[config.mk]
export PLATFORM = sky130hd
export DESIGN_NAME = seti_front
export DESIGN_NICKNAME = d
export VERILOG_FILES = /design/src/rtl/seti_pkg.sv /design/src/rtl/seti_front.sv
export SDC_FILE = /design/constraint.sdc
export NUM_CORES = 1
export LEC_CHECK = 0
export BUFFER_PORTS_ARGS = -buffer_cell sky130_fd_sc_hd__buf_2
export CAP_MARGIN = 20
export CORE_ASPECT_RATIO = 0.5
export CORE_MARGIN = 5
export CORE_UTILIZATION = 35
export DETAILED_ROUTE_END_ITERATION = 10
export PLACE_DENSITY = 0.72
export SLEW_MARGIN = 20
export SYNTH_ARGS = -nofsm -noshare
export SYNTH_HDL_FRONTEND = slang
export SYNTH_SLANG_ARGS = --single-unit
[constraint.sdc]
create_clock -name clk -period 0.8 [get_ports clk]
set_input_delay 0.16 -clock clk [delete_from_list [all_inputs] [get_ports clk]]
set_output_delay 0.16 -clock clk [all_outputs]
set_load 0.02 [all_outputs]
[src/rtl/seti_pkg.sv]
// ----------------------------------------------------------------------------
// seti_pkg
// shared types, constants and easing tables for the spring easing evaluator
// ----------------------------------------------------------------------------
package seti_pkg;

	localparam int TABLE_POINTS  = 33;
	localparam int SEGMENTS      = TABLE_POINTS - 1;
	localparam int STORED_POINTS = 33;
	localparam int FULL_Q10      = 1023;

	typedef enum logic [1:0] {
		CLS_START  = 2'd0,
		CLS_END    = 2'd1,
		CLS_INTERP = 2'd2
	} cls_t;

	// classified item handed from front to back
	typedef struct packed {
		cls_t               cls;
		logic [22:0]        scaled;   // t * segments, t < 65536
		logic [15:0]        dur;
		logic signed [15:0] lo;
		logic signed [15:0] hi;
		logic               sel;
	} item_t;

	function automatic logic [10:0] curve_at(input logic sel, input logic [5:0] i);
		logic [5:0] k;
		logic [10:0] v;
		k = (i > 6'd32) ? 6'd32 : i;
		v = 11'd0;
		if (!sel) begin
			case (k)
				6'd0: v = 11'd0;    6'd1: v = 11'd36;   6'd2: v = 11'd127;  6'd3: v = 11'd248;
				6'd4: v = 11'd383;  6'd5: v = 11'd517;  6'd6: v = 11'd641;  6'd7: v = 11'd751;
				6'd8: v = 11'd844;  6'd9: v = 11'd919;  6'd10: v = 11'd977; 6'd11: v = 11'd1020;
				6'd12: v = 11'd1049; 6'd13: v = 11'd1066; 6'd14: v = 11'd1076; 6'd15: v = 11'd1079;
				6'd16: v = 11'd1077; 6'd17: v = 11'd1072; 6'd18: v = 11'd1065; 6'd19: v = 11'd1058;
				6'd20: v = 11'd1051; 6'd21: v = 11'd1044; 6'd22: v = 11'd1038; 6'd23: v = 11'd1033;
				6'd24: v = 11'd1029; 6'd25: v = 11'd1026; 6'd26: v = 11'd1023; 6'd27: v = 11'd1022;
				6'd28: v = 11'd1021; 6'd29: v = 11'd1020; 6'd30: v = 11'd1020; 6'd31: v = 11'd1020;
				default: v = 11'd1023;
			endcase
		end else begin
			case (k)
				6'd0: v = 11'd0;    6'd1: v = 11'd20;   6'd2: v = 11'd70;   6'd3: v = 11'd139;
				6'd4: v = 11'd218;  6'd5: v = 11'd302;  6'd6: v = 11'd385;  6'd7: v = 11'd464;
				6'd8: v = 11'd539;  6'd9: v = 11'd607;  6'd10: v = 11'd669; 6'd11: v = 11'd724;
				6'd12: v = 11'd772; 6'd13: v = 11'd814; 6'd14: v = 11'd850; 6'd15: v = 11'd881;
				6'd16: v = 11'd907; 6'd17: v = 11'd929; 6'd18: v = 11'd947; 6'd19: v = 11'd962;
				6'd20: v = 11'd975; 6'd21: v = 11'd985; 6'd22: v = 11'd994; 6'd23: v = 11'd1000;
				6'd24: v = 11'd1006; 6'd25: v = 11'd1010; 6'd26: v = 11'd1014; 6'd27: v = 11'd1016;
				6'd28: v = 11'd1018; 6'd29: v = 11'd1020; 6'd30: v = 11'd1021; 6'd31: v = 11'd1022;
				default: v = 11'd1023;
			endcase
		end
		return v;
	endfunction

endpackage

[src/rtl/seti_front.sv]
// ----------------------------------------------------------------------------
// seti_front
// classifies each time word and scales it by the segment count
// ----------------------------------------------------------------------------
module seti_front (
	input  logic                 clk,
	input  logic                 arst_n,
	input  logic                 in_vld,
	input  logic signed [16:0]   t,
	input  logic [15:0]          dur,
	input  logic signed [15:0]   lo,
	input  logic signed [15:0]   hi,
	input  logic                 sel,
	output logic                 out_vld,
	output seti_pkg::item_t      out_item
);
	import seti_pkg::*;

	item_t item_d;

	always_comb begin
		item_d        = '0;
		item_d.dur    = dur;
		item_d.lo     = lo;
		item_d.hi     = hi;
		item_d.sel    = sel;
		item_d.scaled = 23'(t[15:0]) * 23'(SEGMENTS);
		if (t >= $signed({1'b0, dur}))
			item_d.cls = CLS_END;
		else if (t <= 17'sd0)
			item_d.cls = CLS_START;
		else
			item_d.cls = CLS_INTERP;
	end

	always_ff @(posedge clk or negedge arst_n) begin
		if (!arst_n) out_vld <= 1'b0;
		else out_vld <= in_vld;
	end

	always_ff @(posedge clk) begin
		out_item <= item_d;
	end

endmodule

==> results.sh, run 1 <==
export IMPL_status="complete, but fails checks"
export IMPL_violations="setup timing"
export IMPL_wirelength_um=9350
export IMPL_fmax_ghz=0.830
export IMPL_place_area_um2=2890
export IMPL_cts_buffer_depth=2
export IMPL_clock_sinks=68
export IMPL_htreeDepth=3
export IMPL_postSynthAreaPerCell_um2=13.6
export IMPL_antenna_cells=0
export IMPL_grt_max_degree=14
export IMPL_yosysSeqAreaShare_pct=73.5
export IMPL_synth_warnings=0
export IMPL_ioPinCount=144
export IMPL_grt_overflow=0
export IMPL_wl_per_cell_um=21.9
export IMPL_hold_viol_final=0
export IMPL_wl_met3_um=689
export IMPL_dp_hpwl_um=4370
export IMPL_antenna_left=0
export IMPL_fill_cells=198
export IMPL_startpoint="dur[6]"
export IMPL_final_nets=438
export IMPL_synth_cells=137
export IMPL_drive_gt1_share_pct=74.9
export IMPL_post_route_util_pct=85.1
export IMPL_die_area_um2=6960
export IMPL_fin_ws_ns=-0.405
export IMPL_wl_met1_um=3370
export IMPL_grt_pass1_wl_um=13500
export IMPL_synth_cell_type_count=18
export IMPL_holdWs_ns=0.0358
export IMPL_hp_start="t[7]"
export IMPL_end_kind="register"
export IMPL_die_y_um=61.5
export IMPL_place_inst=359
export IMPL_layout_common_cells="buf_6 (78), dfxtp_2 (66), buf_2 (57)"
export IMPL_num_vias=1981
export IMPL_cellLeakagePower_nw=1.97
export IMPL_placementRows=18
export IMPL_post_cts_buffers=0
export IMPL_design_area_um2=4270
export IMPL_area_growth_pct=130
export IMPL_cp_arrival_ns=1.44
export IMPL_multi_input_area_um2=606
export IMPL_grt_use_total_pct=27.3
export IMPL_cp_required_ns=1.04
export IMPL_path_class="in -> reg"
export IMPL_register_area_um2=1450
export IMPL_initial_core_util_pct=37.0
export IMPL_top_layer_used="met4"
export IMPL_crit_path_max_fanout=3
export IMPL_tns_ns=-10.88
export IMPL_synth_seq_cells=68
export IMPL_slew_viol_final=0
export IMPL_cp_start_kind="primary input"
export IMPL_period_share_pct=151
export IMPL_avgViaCountPerCell=4.63
export IMPL_peakVddDrop_v=0.00123
export IMPL_drtIter0Drc=132
export IMPL_grt_antenna_before_repair=0
export IMPL_tritoncts="done"
export IMPL_coreArea_um2=5020
export IMPL_cts_root_buf="clkbuf_8"
export IMPL_syn_area_um2=1860
export IMPL_die_w_um=113
export IMPL_grt_pass1_vias=2228
export IMPL_setup_viol_count_final=70
export IMPL_min_path_type="in -> reg"
export IMPL_wl_met2_um=5000
export IMPL_final_cells=428
export IMPL_power_density_nw_per_um2=1930
export IMPL_mostFrequentLayoutCell="buf_6"
export IMPL_port_buffers=136
export IMPL_fin_crit_ns=1.20
export IMPL_place_gp_congestion=0.790
export IMPL_rsz0062_at_grt="true"
export IMPL_drc_errors=0
export IMPL_first_pass_iters=4
export IMPL_clkTransAtPathRegs_ns=0.08
export IMPL_drv_cap=0
export IMPL_cts_buffers=9
## Yosys cell counts (all sizes together)
master  instances  area (um^2)
nor4            5         31.3
o21ai           2         10.0
nor3            2         10.0
a211o           1         8.76
nand3           3         15.0
ha             16          200
inv            16         60.1
a211oi          2         15.0
nor2            1         3.75
dfxtp          67         1340
buf             7         52.6
and3            1         6.26
a21oi           4         20.0
nand4           4         25.0
dfrtp           1         25.0
a21o            3         22.5
conb            1         3.75
o41ai           1         8.76
## worst paths after layout
kind,endpoint,slack [ns],cells after the start
max,out_item[73],-0.40,7
min,out_item[61],0.04,2
max in group asynchronous,out_vld,0.61,2
min in group asynchronous,out_vld,0.11,2
## through the flow
stage	setup WS, ns	power, mW
6_report	-0.405	8.25
5_1_grt	-0.409	8.51
4_1_cts	-0.279	8.00
3_5_place_dp	-0.710	4.70
3_3_place_gp	-0.670	4.66
2_1_floorplan	-0.422	4.19
## kinds of logic after synthesis
kind of cell             Yosys count  synth area share (%)
flip-flops                        68                  73.5
AO/OA/AOI/OAI                     13                  4.58
buffers and inverters             23                  6.06
other                              1                 0.202
adder cells (fa/ha/maj)           16                  10.8
AND/OR/NAND/NOR                   16                  4.91
## final cells by class
type / instances / share of cell area [%]
Tap cell: 70 / 2.05
Inverter: 16 / 2.05
Clock buffer: 9 / 2.90
Multi-Input combinational cell: 52 / 14.2
Timing Repair Buffer: 206 / 43.1
Sequential cell: 68 / 33.9
Clock inverter: 7 / 1.79
## sequential cells by signal, summed over array words and instances (netlist names)
| register | cells |
|---|---|
| out_item | 67 |
| out_vld | 1 |
## per-layer routing
layer / global-route usage (%) / vias to the layer above
met3: 7.85 / 26
li1: - / 878
met5: 0 / -
met1: 28.6 / 968
met2: 52.4 / 109
met4: 13.7 / 0
## power by group
part / internal [mW] / switching (mW)
Combinational: 0.893 / 0.744
Clock: 1.46 / 1.44
Sequential: 3.61 / 0.108
Total: 5.96 / 2.29
## repair_timing
action                                  4_1_cts  5_1_grt
pin swaps                                     8        9
endpoints found under the hold margin        53        0
endpoints found under the setup margin       70       70
gates resized for setup                     221       12
hold buffers                                 53        0
cloned                                        0        0
## worst max-delay path, cell delays in order
cell	delay [ns]
buf_8	0.08
inv_6	0.04
ha_4	0.27
nand4_1	0.25
nor3_2	0.34
o41ai_2	0.13
and3_1	0.17
No activity file was read; power rests on OpenSTA's default activity.
==> run 2: changes to the inputs <==
Settings changed: RECOVER_POWER from default to 25.
==> run 2 against run 1 <==
  * The flow still finishes with violations (setup timing)
  * Global-route usage did not move
  * Total power barely moved
  * Core utilization fell by 0.65 points
  * Clock power barely moved
  * Worst setup slack got worse by 0.030 ns
  * First-iteration DRC count fell by 21%
  * Critical path depth did not move
  * Routed wire length rose by 0.11%
  * Sequential cell count did not move
  * Via count fell by 0.56%
  * Maximum frequency fell by 2.4%
  * Non-clock buffer count did not move
  * Largest power group unchanged
==> results.sh, run 2 (synthesis results as in run 1) <==
export IMPL_fmax_ghz=0.810
export IMPL_fill_cells=216
export IMPL_grt_use_total_pct=27.3
export IMPL_hold_viol_final=0
export IMPL_clock_sinks=68
export IMPL_crit_path_end="out_item[73]"
export IMPL_fin_ws_ns=-0.434
export IMPL_mostFrequentLayoutCell="buf_6"
export IMPL_grt_antenna_before_repair=0
export IMPL_design_area_um2=4240
export IMPL_largest_register_ffs=67
export IMPL_path_class="in -> reg"
export IMPL_place_gp_congestion=0.790
export IMPL_pwr_share_comb_pct=19.7
export IMPL_drive_gt1_share_pct=72.1
export IMPL_die_w_um=113
export IMPL_cts_root_buf="clkbuf_8"
export IMPL_p_clk_share_pct=35.3
export IMPL_seq_power_share_pct=45.1
export IMPL_grt_pass1_wl_um=13500
export IMPL_grt_pass1_vias=2228
export IMPL_multi_input_area_um2=606
export IMPL_finalPower_mw=8.24
export IMPL_fin_crit_ns=1.23
export IMPL_cp_required_ns=1.04
export IMPL_wl_per_cell_um=21.9
export IMPL_post_cts_buffers=0
export IMPL_place_area_um2=2890
export IMPL_clkTransAtPathRegs_ns=0.08
export IMPL_antenna_cells=0
export IMPL_ioPinCount=144
export IMPL_final_nets=438
export IMPL_setup_viol_count_final=70
export IMPL_cp_start_kind="primary input"
export IMPL_drtIter0Drc=104
export IMPL_wirelength_um=9360
export IMPL_dp_hpwl_um=4370
export IMPL_violations="setup timing"
export IMPL_cp_arrival_ns=1.47
export IMPL_area_growth_pct=128
export IMPL_register_area_um2=1450
export IMPL_rsz0062_at_grt="true"
export IMPL_startpoint="dur[6]"
export IMPL_die_area_um2=6960
export IMPL_coreArea_um2=5020
export IMPL_initial_core_util_pct=37.0
export IMPL_min_path_type="in -> reg"
export IMPL_power_density_nw_per_um2=1940
export IMPL_tns_ns=-10.99
export IMPL_crit_path_max_fanout=3
export IMPL_port_buffers=136
export IMPL_htreeDepth=3
export IMPL_status="complete, but fails checks"
export IMPL_drc_errors=0
export IMPL_avgViaCountPerCell=4.60
export IMPL_tritoncts="done"
export IMPL_grt_max_degree=14
export IMPL_end_kind="register"
export IMPL_antenna_left=0
export IMPL_first_pass_iters=4
export IMPL_placementRows=18
export IMPL_num_vias=1970
export IMPL_p_sw_mw=2.31
export IMPL_peakVddDrop_v=0.00123
export IMPL_period_share_pct=154
export IMPL_die_y_um=61.5
export IMPL_reg_largest_list="out_item: 67 flops, out_vld: 1 flops"
export IMPL_grt_overflow=0
export IMPL_swShare_pct=28.0
export IMPL_post_route_util_pct=84.5
export IMPL_layout_common_cells="buf_6 (78), dfxtp_2 (66), buf_2 (55)"
export IMPL_cts_buffers=9
export IMPL_slew_viol_final=0
export IMPL_p_int_mw=5.94
export IMPL_top_register="out_item"
export IMPL_drv_cap=0
export IMPL_cellLeakagePower_nw=1.94
export IMPL_cts_buffer_depth=2
-- run 2: cell count changes in the layout (fill, tap and decap cells not counted) --
cell / delta
buf_2: -2
buf_4: -10
clkbuf_1: +10
clkbuf_4: +2
-- run 2: power by group through the flow --
stage,Clock [mW],Combinational (mW),Sequential (mW)
global placement,0,0.977,3.68
finish,2.91,1.62,3.71
global route,3.08,1.69,3.73
floorplan,0,0.257,3.94
CTS,2.83,1.47,3.70
detailed placement,0,1.00,3.69
-- run 2: worst min path at each step --
stage	from	end	slack, ns	cells after the start
after floorplan	arst_n	out_vld	-0.14	0
after global placement	arst_n	out_vld	-0.07	1
after detailed placement	arst_n	out_vld	-0.06	1
after CTS	t[8]	out_item[62]	0.009	2
after global routing	t[1]	out_item[55]	0.05	2
final	t[7]	out_item[61]	0.07	2
-- run 2: worst max-delay path, stage by stage --
cell and delay, ns:
buf_8 0.08, inv_6 0.03, ha_4 0.27, nand4_1 0.25, nor3_2 0.36, o41ai_2 0.14, and3_1 0.17
-- run 2: metal layers --
| metal | share of wire [%] | routed length (um) | vias up | track usage (%) |
|---|---|---|---|---|
| met4 | 3.0 | 277 | 0 | 13.7 |
| met3 | 8.0 | 751 | 28 | 7.85 |
| met2 | 53 | 4980 | 131 | 52.4 |
| met1 | 36 | 3350 | 934 | 28.6 |
| li1 | - | - | 877 | - |
| met5 | 0 | 0 | - | 0 |
-- run 2: what timing repair did --
| item | 4_1_cts | 5_1_grt |
|---|---|---|
| endpoints found under the setup margin | 70 | 70 |
| hold endpoints to repair | 53 | 0 |
| hold buffers | 53 | 0 |
| gates resized for setup | 221 | 12 |
| gates cloned | 0 | 0 |
| pin swaps | 8 | 9 |
-- run 2: final cells by class --
cell class,instances,share of cell area [%]
Clock buffer,9,2.92
Multi-Input combinational cell,52,14.3
Inverter,16,2.06
Timing Repair Buffer,206,42.7
Tap cell,70,2.06
Clock inverter,7,1.80
Sequential cell,68,34.2
-- run 2: stage by stage --
stage | hold slack [ns] | cells | setup WS, ns
finish | 0.0731 | 428 | -0.434
global route | 0.0538 | 428 | -0.409
CTS | 0.00887 | 428 | -0.279
detailed placement | -0.0632 | 359 | -0.710
global placement | -0.0653 | 359 | -0.670
floorplan | -0.136 | 143 | -0.422
