==> src/rtl/seti_pkg.sv <==
// ----------------------------------------------------------------------------
// seti_pkg
// shared types, constants and easing tables for the spring easing evaluator
// ----------------------------------------------------------------------------
package seti_pkg;

	localparam int TABLE_POINTS  = 33;
	localparam int SEGMENTS      = TABLE_POINTS - 1;
	localparam int STORED_POINTS = 33;
	localparam int FULL_Q10      = 1023;

	typedef enum logic [1:0] {
		CLS_START  = 2'd0,
		CLS_END    = 2'd1,
		CLS_INTERP = 2'd2
	} cls_t;

	// classified item handed from front to back
	typedef struct packed {
		cls_t               cls;
		logic [22:0]        scaled;   // t * segments, t < 65536
		logic [15:0]        dur;
		logic signed [15:0] lo;
		logic signed [15:0] hi;
		logic               sel;
	} item_t;

	function automatic logic [10:0] curve_at(input logic sel, input logic [5:0] i);
		logic [5:0] k;
		logic [10:0] v;
		k = (i > 6'd32) ? 6'd32 : i;
		v = 11'd0;
		if (!sel) begin
			case (k)
				6'd0: v = 11'd0;    6'd1: v = 11'd36;   6'd2: v = 11'd127;  6'd3: v = 11'd248;
				6'd4: v = 11'd383;  6'd5: v = 11'd517;  6'd6: v = 11'd641;  6'd7: v = 11'd751;
				6'd8: v = 11'd844;  6'd9: v = 11'd919;  6'd10: v = 11'd977; 6'd11: v = 11'd1020;
				6'd12: v = 11'd1049; 6'd13: v = 11'd1066; 6'd14: v = 11'd1076; 6'd15: v = 11'd1079;
				6'd16: v = 11'd1077; 6'd17: v = 11'd1072; 6'd18: v = 11'd1065; 6'd19: v = 11'd1058;
				6'd20: v = 11'd1051; 6'd21: v = 11'd1044; 6'd22: v = 11'd1038; 6'd23: v = 11'd1033;
				6'd24: v = 11'd1029; 6'd25: v = 11'd1026; 6'd26: v = 11'd1023; 6'd27: v = 11'd1022;
				6'd28: v = 11'd1021; 6'd29: v = 11'd1020; 6'd30: v = 11'd1020; 6'd31: v = 11'd1020;
				default: v = 11'd1023;
			endcase
		end else begin
			case (k)
				6'd0: v = 11'd0;    6'd1: v = 11'd20;   6'd2: v = 11'd70;   6'd3: v = 11'd139;
				6'd4: v = 11'd218;  6'd5: v = 11'd302;  6'd6: v = 11'd385;  6'd7: v = 11'd464;
				6'd8: v = 11'd539;  6'd9: v = 11'd607;  6'd10: v = 11'd669; 6'd11: v = 11'd724;
				6'd12: v = 11'd772; 6'd13: v = 11'd814; 6'd14: v = 11'd850; 6'd15: v = 11'd881;
				6'd16: v = 11'd907; 6'd17: v = 11'd929; 6'd18: v = 11'd947; 6'd19: v = 11'd962;
				6'd20: v = 11'd975; 6'd21: v = 11'd985; 6'd22: v = 11'd994; 6'd23: v = 11'd1000;
				6'd24: v = 11'd1006; 6'd25: v = 11'd1010; 6'd26: v = 11'd1014; 6'd27: v = 11'd1016;
				6'd28: v = 11'd1018; 6'd29: v = 11'd1020; 6'd30: v = 11'd1021; 6'd31: v = 11'd1022;
				default: v = 11'd1023;
			endcase
		end
		return v;
	endfunction

endpackage

==> src/rtl/seti_fifo.sv <==
// ----------------------------------------------------------------------------
// seti_fifo
// short queue between front and back parts
// ----------------------------------------------------------------------------
module seti_fifo #(
	parameter int DEPTH = 2
) (
	input  logic            clk,
	input  logic            arst_n,
	input  logic            wr_en,
	input  seti_pkg::item_t wr_item,
	input  logic            rd_en,
	output logic            not_empty,
	output seti_pkg::item_t rd_item
);
	import seti_pkg::*;

	localparam int AW = (DEPTH > 1) ? $clog2(DEPTH) : 1;

	item_t           mem_q [DEPTH];
	logic [AW-1:0]   wp_q, rp_q;
	logic [AW:0]     cnt_q;

	assign not_empty = cnt_q != '0;
	assign rd_item   = mem_q[rp_q];

	always_ff @(posedge clk or negedge arst_n) begin
		if (!arst_n) begin
			wp_q  <= '0;
			rp_q  <= '0;
			cnt_q <= '0;
		end else begin
			if (wr_en) wp_q <= (wp_q == AW'(DEPTH - 1)) ? '0 : wp_q + 1'b1;
			if (rd_en) rp_q <= (rp_q == AW'(DEPTH - 1)) ? '0 : rp_q + 1'b1;
			cnt_q <= cnt_q + (AW+1)'(wr_en) - (AW+1)'(rd_en);
		end
	end

	always_ff @(posedge clk) begin
		if (wr_en) mem_q[wp_q] <= wr_item;
	end

endmodule

==> config.mk <==
export PLATFORM = sky130hd
export DESIGN_NAME = seti_fifo
export DESIGN_NICKNAME = d
export VERILOG_FILES = /design/src/rtl/seti_pkg.sv /design/src/rtl/seti_fifo.sv
export SDC_FILE = /design/constraint.sdc
export NUM_CORES = 1
export LEC_CHECK = 0
export BUFFER_PORTS_ARGS = -buffer_cell sky130_fd_sc_hd__clkbuf_2
export CAP_MARGIN = 20
export CORE_MARGIN = 5
export CORE_UTILIZATION = 40
export DETAILED_ROUTE_END_ITERATION = 10
export GPL_ROUTABILITY_DRIVEN = 0
export PLACE_DENSITY = 0.69
export SLEW_MARGIN = 10
export SYNTH_ARGS = -nofsm -noshare
export SYNTH_HDL_FRONTEND = slang
export SYNTH_SLANG_ARGS = --single-unit
==> constraint.sdc <==
create_clock -name clk -period 6.5 [get_ports clk]
set_input_delay 1.95 -clock clk [delete_from_list [all_inputs] [get_ports clk]]
set_output_delay 1.95 -clock clk [all_outputs]
set_load 0.005 [all_outputs]
==> out/qor.tcl, run 1 <==
set qor(critical_path_required_ns) 4.55
set qor(worst-slew-pin-transition_ns) 1.03
set qor(worstHoldStart) {wp_q$_DFFE_PN0P_}
set qor(power.internal_mw) 2.33
set qor(clock_sink_count) 152
set qor(num_rows) 43
set qor(cpMaxStageDelayCell) {sky130_fd_sc_hd__dfrtp_4}
set qor(cp_max_fo) 49
set qor(boundaryPins) 153
set qor(drt.antenna.violating_nets) 0
set qor(drive_gt1_share_pct) 61.7
set qor(synthesis.instances) 244
set qor(routed_via_density) 4.58
set qor(ir_drop_mv) 0.248
set qor(sequentialPowerShare_pct) 45.4
set qor(grt_use_total_pct) 12.4
set qor(synth.yosys.seq_area_share_pct) 79.2
set qor(count_of_routing_violations_after_the_opening_detailed_route_iteration) 124
set qor(tritoncts.num_buffers) 17
set qor(period_minus_slack_ns) 4.42
set qor(critical-path-max-stage-delay_ns) 0.95
set qor(floorplan.die.width_um) 130
set qor(switching_power_uw) 809
set qor(grt_pass1_vias) 3122
set qor(mostFrequentLayoutCell) {sky130_fd_sc_hd__clkbuf_2}
set qor(p_per_area_mw_per_mm2) 433
set qor(yosys_warnings) 0
set qor(totalNegativeSetupSlack_ns) 0
set qor(launch_point_of_the_worst_reg_to_reg_path) {wp_q$_DFFE_PN0P_}
set qor(fill_cells) 1183
set qor(clk_latency_ns) 0.41
set qor(synthesis.nets) 324
set qor(post_synth_instance_area_mm2) 0.00574
set qor(synth.area.top_cells) {sky130_fd_sc_hd__edfxtp_1, sky130_fd_sc_hd__mux2_4, sky130_fd_sc_hd__mux2_2}
set qor(fp.dieH_um) 130
set qor(grt_setup_unrepaired) {false}
set qor(fin_worst_skew_ns) 0.00455
set qor(route.final.wire_length_um) 10100
set qor(finish.net_count) 490
set qor(timing_worst_setup_path_type) {reg2out}
set qor(switching_share_pct) 25.8
set qor(cp-start-kind) {flop}
set qor(grt_overflow_total) 0
set qor(min_path_type) {reg2reg}
set qor(slew-limit-headroom_pct) 31.5
set qor(initial_utilization_pct) 41.0
set qor(fin_crit_sh_pct) 68.0
set qor(worst_setup_path_end_kind) {output port}
set qor(grt_pass1_wl_um) 15400
set qor(netlist.top_cell.by_area) {sky130_fd_sc_hd__edfxtp_1}
set qor(drt-wirelength-per-cell_um) 16.7
set qor(clockBufferDepth) 2
set qor(initial_antenna_violation_count) 0
set qor(detailroute.via_count) 2765
set qor(maxCapViolCount) 0
set qor(synth_area_per_cell_um2) 23.5
set qor(synth_top_area_share_pct) 77.5
set qor(power_frac_clock_pct) 29.5
set qor(dp.final_hpwl_um) 6860
set qor(detail_route.drc_violations) 0
set qor(clkSlewWorstSetupHoldPaths_ns) 0.05
set qor(setup.worst_path.start) {rp_q$_DFFE_PN0P_}
set qor(finish.utilization_pct) 51.8
set qor(fmax_mhz) 226
set qor(power.combinational.fraction_pct) 25.1
set qor(finalMaxSlewViolations) 0
set qor(dieArea_mm2) 0.0168
set qor(worst_path_cell_trace) {buf_4 > mux2_2 > clkbuf_2}
set qor(outcome) {completed}
set qor(tritoncts) {yes}
set qor(detailedRoute.firstPassIterationCount) 4
set qor(cts_resized) 0
set qor(htree_levels) 4
set qor(syn_to_final_growth_pct) 26.3
set qor(p_leak_nw) 2.91
set qor(hold_viol) 0
set qor(cts_stage_hold_buffer_count) 0
set qor(cts_setup_buffers) 0
set qor(top_library_cells_by_usage_in_the_layout_fill_and_taps_aside) {sky130_fd_sc_hd__clkbuf_2, sky130_fd_sc_hd__edfxtp_1, sky130_fd_sc_hd__mux2_4}
set qor(grt_max_degree) 75
set qor(setup-violations-final) 0
set qor(arr_time_crit_path_ns) 2.47
set qor(core_region_area_mm2) 0.0140
set qor(ctsRootBufferMaster) {sky130_fd_sc_hd__clkbuf_16}
set qor(ys_types) 13
set qor(numPortBuffers) 152
set qor(synth_seq_cells) 152
-- logic make-up after synthesis --
| group | share of synthesized area [%] |
|---|---|
| AND/OR/NAND/NOR | 0.327 |
| adder cells (fa/ha/maj) | 0.436 |
| flip-flops | 79.2 |
| multiplexers | 17.8 |
| XOR/XNOR | 0.720 |
| buffers and inverters | 1.48 |
-- cell type report --
cell class,count,area [um2],area share (%)
multi-input cells,82,1120,15.4
clock buffers,19,433,5.97
clock inverters,13,130,1.80
well taps,180,225,3.11
flip-flops and latches,152,4550,62.8
diodes,1,2.50,0.0345
inverters,2,7.51,0.104
repair buffers,155,783,10.8
-- synthesized netlist by cell type --
master / instances
sky130_fd_sc_hd__buf_6: 6
sky130_fd_sc_hd__buf_2: 2
sky130_fd_sc_hd__ha_1: 2
sky130_fd_sc_hd__and2_1: 1
sky130_fd_sc_hd__inv_1: 2
sky130_fd_sc_hd__xor3_1: 1
sky130_fd_sc_hd__edfxtp_1: 148
sky130_fd_sc_hd__mux2_2: 24
sky130_fd_sc_hd__xor2_1: 2
sky130_fd_sc_hd__mux2_4: 50
sky130_fd_sc_hd__nor2b_1: 1
sky130_fd_sc_hd__or2_2: 1
sky130_fd_sc_hd__dfrtp_1: 4
-- stage by stage --
step                      std cells  worst slack, ns  total power [mW]  cell area (um2)  hold slack (ns)
final                           604             2.08              3.14             7250            0.559
after global routing            603             1.94              3.30             7240            0.594
after CTS                       603             2.03              3.20             7240            0.566
after detailed placement        571             2.48              2.26             6680            0.555
after global placement          571             2.50              2.24             6680            0.527
after floorplan                 244            0.793              1.96             5740            0.453
-- registers in the layout, indices dropped and copies added, names as in the netlist --
register  count
wp_q          1
mem_q       148
cnt_q         2
rp_q          1
-- metal layers --
layer	global-route usage, %	wire (um)	vias up
met5	0	0	-
met4	6.05	176	0
met3	4.67	863	16
met2	20.5	5030	102
met1	14.2	4010	1345
li1	-	-	1302
-- worst paths after layout --
check | end | slack, ns | cells after the start
max | rd_item[59] | 2.08 | 3
min | wp_q$_DFFE_PN0P_ | 0.56 | 1
max reg2reg | mem_q[0][64]$_DFFE_PP_ | 4.41 | 2
min reg2reg | wp_q$_DFFE_PN0P_ | 0.56 | 1
max in group asynchronous | rp_q$_DFFE_PN0P_ | 5.00 | 1
min in group asynchronous | cnt_q[0]$_DFF_PN0_ | 1.35 | 1
-- critical path, delay by kind of cell (launching register included) --
family | cells | cell delay, ns
flip-flops | 1 | 0.95
buffers and inverters | 2 | 0.66
multiplexers | 1 | 0.39
-- power by group through the flow --
stage / logic (mW) / registers [mW] / clock network (mW)
after floorplan: 0.590 / 1.37 / 0
final: 0.788 / 1.42 / 0.924
after global placement: 0.803 / 1.44 / 0
after CTS: 0.815 / 1.43 / 0.949
after detailed placement: 0.812 / 1.45 / 0
after global routing: 0.859 / 1.45 / 0.992
(Power assumes the default switching activity.)
==> inputs of run 2 (changes only) <==
==> constraint.sdc (replaced) <==
create_clock -name clk -period 4.4 [get_ports clk]
set_input_delay 1.32 -clock clk [delete_from_list [all_inputs] [get_ports clk]]
set_output_delay 1.32 -clock clk [all_outputs]
set_load 0.005 [all_outputs]
==> out/qor.tcl, run 2 (synthesis results as in run 1) <==
set qor(tritoncts) {yes} ;# unchanged
set qor(layout.area.seq_mm2) 0.00455 ;# unchanged
set qor(floorplan.die.width_um) 130 ;# unchanged
set qor(setup-violations-final) 0 ;# unchanged
set qor(clk_latency_ns) 0.41 ;# about the same
set qor(dieArea_mm2) 0.0168 ;# unchanged
set qor(tritoncts.num_buffers) 17 ;# unchanged
set qor(largest_reg_by_ff_count) {mem_q} ;# unchanged
set qor(num_rows) 43 ;# unchanged
set qor(fmax_mhz) 303
set qor(grt_pass1_vias) 3080 ;# was 3122
set qor(ctsRootBufferMaster) {sky130_fd_sc_hd__clkbuf_16} ;# unchanged
set qor(outcome) {completed} ;# unchanged
set qor(drive_gt1_share_pct) 61.6 ;# was 61.7%
set qor(cp_max_fo) 33 ;# was 49
set qor(detail_route.drc_violations) 0 ;# unchanged
set qor(drt-wirelength-per-cell_um) 17.0 ;# was 16.7 um
set qor(critical_path_required_ns) 3.08 ;# was 4.55 ns
set qor(cts_stage_hold_buffer_count) 0 ;# unchanged
set qor(cts_setup_buffers) 0 ;# unchanged
set qor(drt-met1-wl_um) 4110 ;# was 4010 um
set qor(report.power.total_mw) 4.80 ;# was 3.14 mW
set qor(syn_to_final_growth_pct) 27.5 ;# was 26.3%
set qor(dp.final_hpwl_um) 6780 ;# was 6860 um
set qor(route.final.wire_length_um) 10200 ;# was 10100 um
set qor(totalNegativeSetupSlack_ns) 0 ;# unchanged
set qor(grt_use_total_pct) 12.7 ;# was 12.4%
set qor(initial_utilization_pct) 41.0 ;# unchanged
set qor(cp-start-kind) {flop} ;# unchanged
set qor(worst-slew-pin-transition_ns) 1.02 ;# was 1.03 ns
set qor(clock_sink_count) 152 ;# unchanged
set qor(cts_resized) 0 ;# unchanged
set qor(p_per_area_mw_per_mm2) 657 ;# was 433 mW/mm2
set qor(fin_worst_skew_ns) 0.00459 ;# was 0.00455 ns
set qor(boundaryPins) 153 ;# unchanged
set qor(top_library_cells_by_usage_in_the_layout_fill_and_taps_aside) {sky130_fd_sc_hd__clkbuf_2, sky130_fd_sc_hd__edfxtp_1, sky130_fd_sc_hd__mux2_4} ;# unchanged
set qor(routed_via_density) 4.67 ;# was 4.58
set qor(met3WireLength_um) 859 ;# was 863 um
set qor(detailedRoute.firstPassIterationCount) 4 ;# unchanged
set qor(htree_levels) 4 ;# unchanged
set qor(detailroute.via_count) 2810 ;# was 2765
set qor(finalMaxSlewViolations) 0 ;# unchanged
set qor(worst_setup_path_end_kind) {output port} ;# unchanged
set qor(drt.antenna.violating_nets) 0 ;# unchanged
set qor(finalHoldWorstSlack_ns) 0.555 ;# was 0.559 ns
set qor(multi_input_comb_area_mm2) 0.00112 ;# unchanged
set qor(antenna_cells_inserted) 0 ;# was 1
set qor(finish.net_count) 491 ;# was 490
set qor(fill_cells) 1172 ;# was 1183
set qor(min_path_type) {reg2reg} ;# unchanged
set qor(grt_setup_unrepaired) {false} ;# unchanged
set qor(grt_max_degree) 75 ;# unchanged
set qor(fin_crit_sh_pct) 75.0
set qor(ir_drop_mv) 0.308 ;# was 0.248 mV
set qor(count_of_routing_violations_after_the_opening_detailed_route_iteration) 119 ;# was 124
set qor(place_worst_setup_slack_ns) 1.50 ;# was 2.48 ns
set qor(initial_antenna_violation_count) 1 ;# was 0
set qor(p_leak_nw) 2.96 ;# was 2.91 nW
set qor(grt_pass1_wl_um) 15700 ;# was 15400 um
set qor(clkSlewWorstSetupHoldPaths_ns) 0.06 ;# was 0.05 ns
set qor(maxCapViolCount) 0 ;# unchanged
set qor(numPortBuffers) 152 ;# unchanged
set qor(routed-wl-met2_um) 5120 ;# was 5030 um
set qor(reg2reg_setup_slack_ns) 2.69 ;# was 4.41 ns
set qor(core_region_area_mm2) 0.0140 ;# unchanged
set qor(final.setup.worst_slack_ns) 1.10 ;# was 2.08 ns
set qor(timing_worst_setup_path_type) {reg2out} ;# unchanged
set qor(finish.utilization_pct) 52.3 ;# was 51.8%
set qor(clockBufferDepth) 2 ;# unchanged
set qor(period_minus_slack_ns) 3.30
set qor(hold_viol) 0 ;# unchanged
set qor(fp.dieH_um) 130 ;# unchanged
set qor(arr_time_crit_path_ns) 1.98 ;# was 2.47 ns
set qor(reg.largest.list) {mem_q (148), cnt_q (2)} ;# unchanged
set qor(largest_reg_flops) 148 ;# unchanged
set qor(grt_overflow_total) 0 ;# unchanged
set qor(highest-signal-layer) {met5} ;# was met4
set qor(slew-limit-headroom_pct) 32.3 ;# was 31.5%
set qor(mostFrequentLayoutCell) {sky130_fd_sc_hd__clkbuf_2} ;# unchanged
==> run 2: cell types whose count changed in the layout (fill, tap and decap cells not counted), sizes merged <==
cell      delta
bufinv       +3
clkinvlp     -3
buf          +1
clkinv       -1
diode        -1
inv          -1
==> run 2: through the flow <==
stage	area [um2]	std cells
after global placement	6700	572
after detailed placement	6700	572
after CTS	7310	602
after global routing	7310	602
after floorplan	5740	244
final	7310	602
==> run 2: layout make-up <==
cell class | count | area share (%)
sequential | 152 | 62.2
multi-input combinational | 82 | 15.3
timing repair buffer | 156 | 11.0
clock buffer | 19 | 5.92
tap | 180 | 3.08
clock inverter | 11 | 2.46
inverter | 2 | 0.103
==> run 2: power by group <==
group | total, mW | leakage (nW) | switching (mW) | internal [mW]
Combinational | 1.28 | 1.22 | 0.583 | 0.694
Clock | 1.50 | 0.298 | 0.512 | 0.992
Sequential | 2.02 | 1.43 | 0.0911 | 1.93
Total | 4.80 | 2.96 | 1.19 | 3.62
==> run 2: path summary, 6_finish.rpt <==
| kind | depth (start not counted) | end | start |
|---|---|---|---|
| worst min-delay path | 1 | wp_q$_DFFE_PN0P_ | wp_q$_DFFE_PN0P_ |
| worst max-delay path | 3 | rd_item[65] | rp_q$_DFFE_PN0P_ |
| worst min register to register | 1 | wp_q$_DFFE_PN0P_ | wp_q$_DFFE_PN0P_ |
| max in group asynchronous | 1 | rp_q$_DFFE_PN0P_ | arst_n |
| worst max register to register | 1 | mem_q[1][32]$_DFFE_PP_ | wp_q$_DFFE_PN0P_ |
| min in group asynchronous | 1 | rp_q$_DFFE_PN0P_ | arst_n |
==> run 2: routing by layer <==
metal  global-route usage, %  up-vias
met4                    5.13        2
met2                    20.6      104
li1                        -     1301
met3                    5.73       13
met1                    14.8     1390
met5                       0        -
==> run 2: worst max-delay path, cell delays in order (launching register included) <==
cell	delay [ns]
sky130_fd_sc_hd__dfrtp_4	0.54
sky130_fd_sc_hd__buf_4	0.48
sky130_fd_sc_hd__mux2_2	0.40
sky130_fd_sc_hd__clkbuf_2	0.12
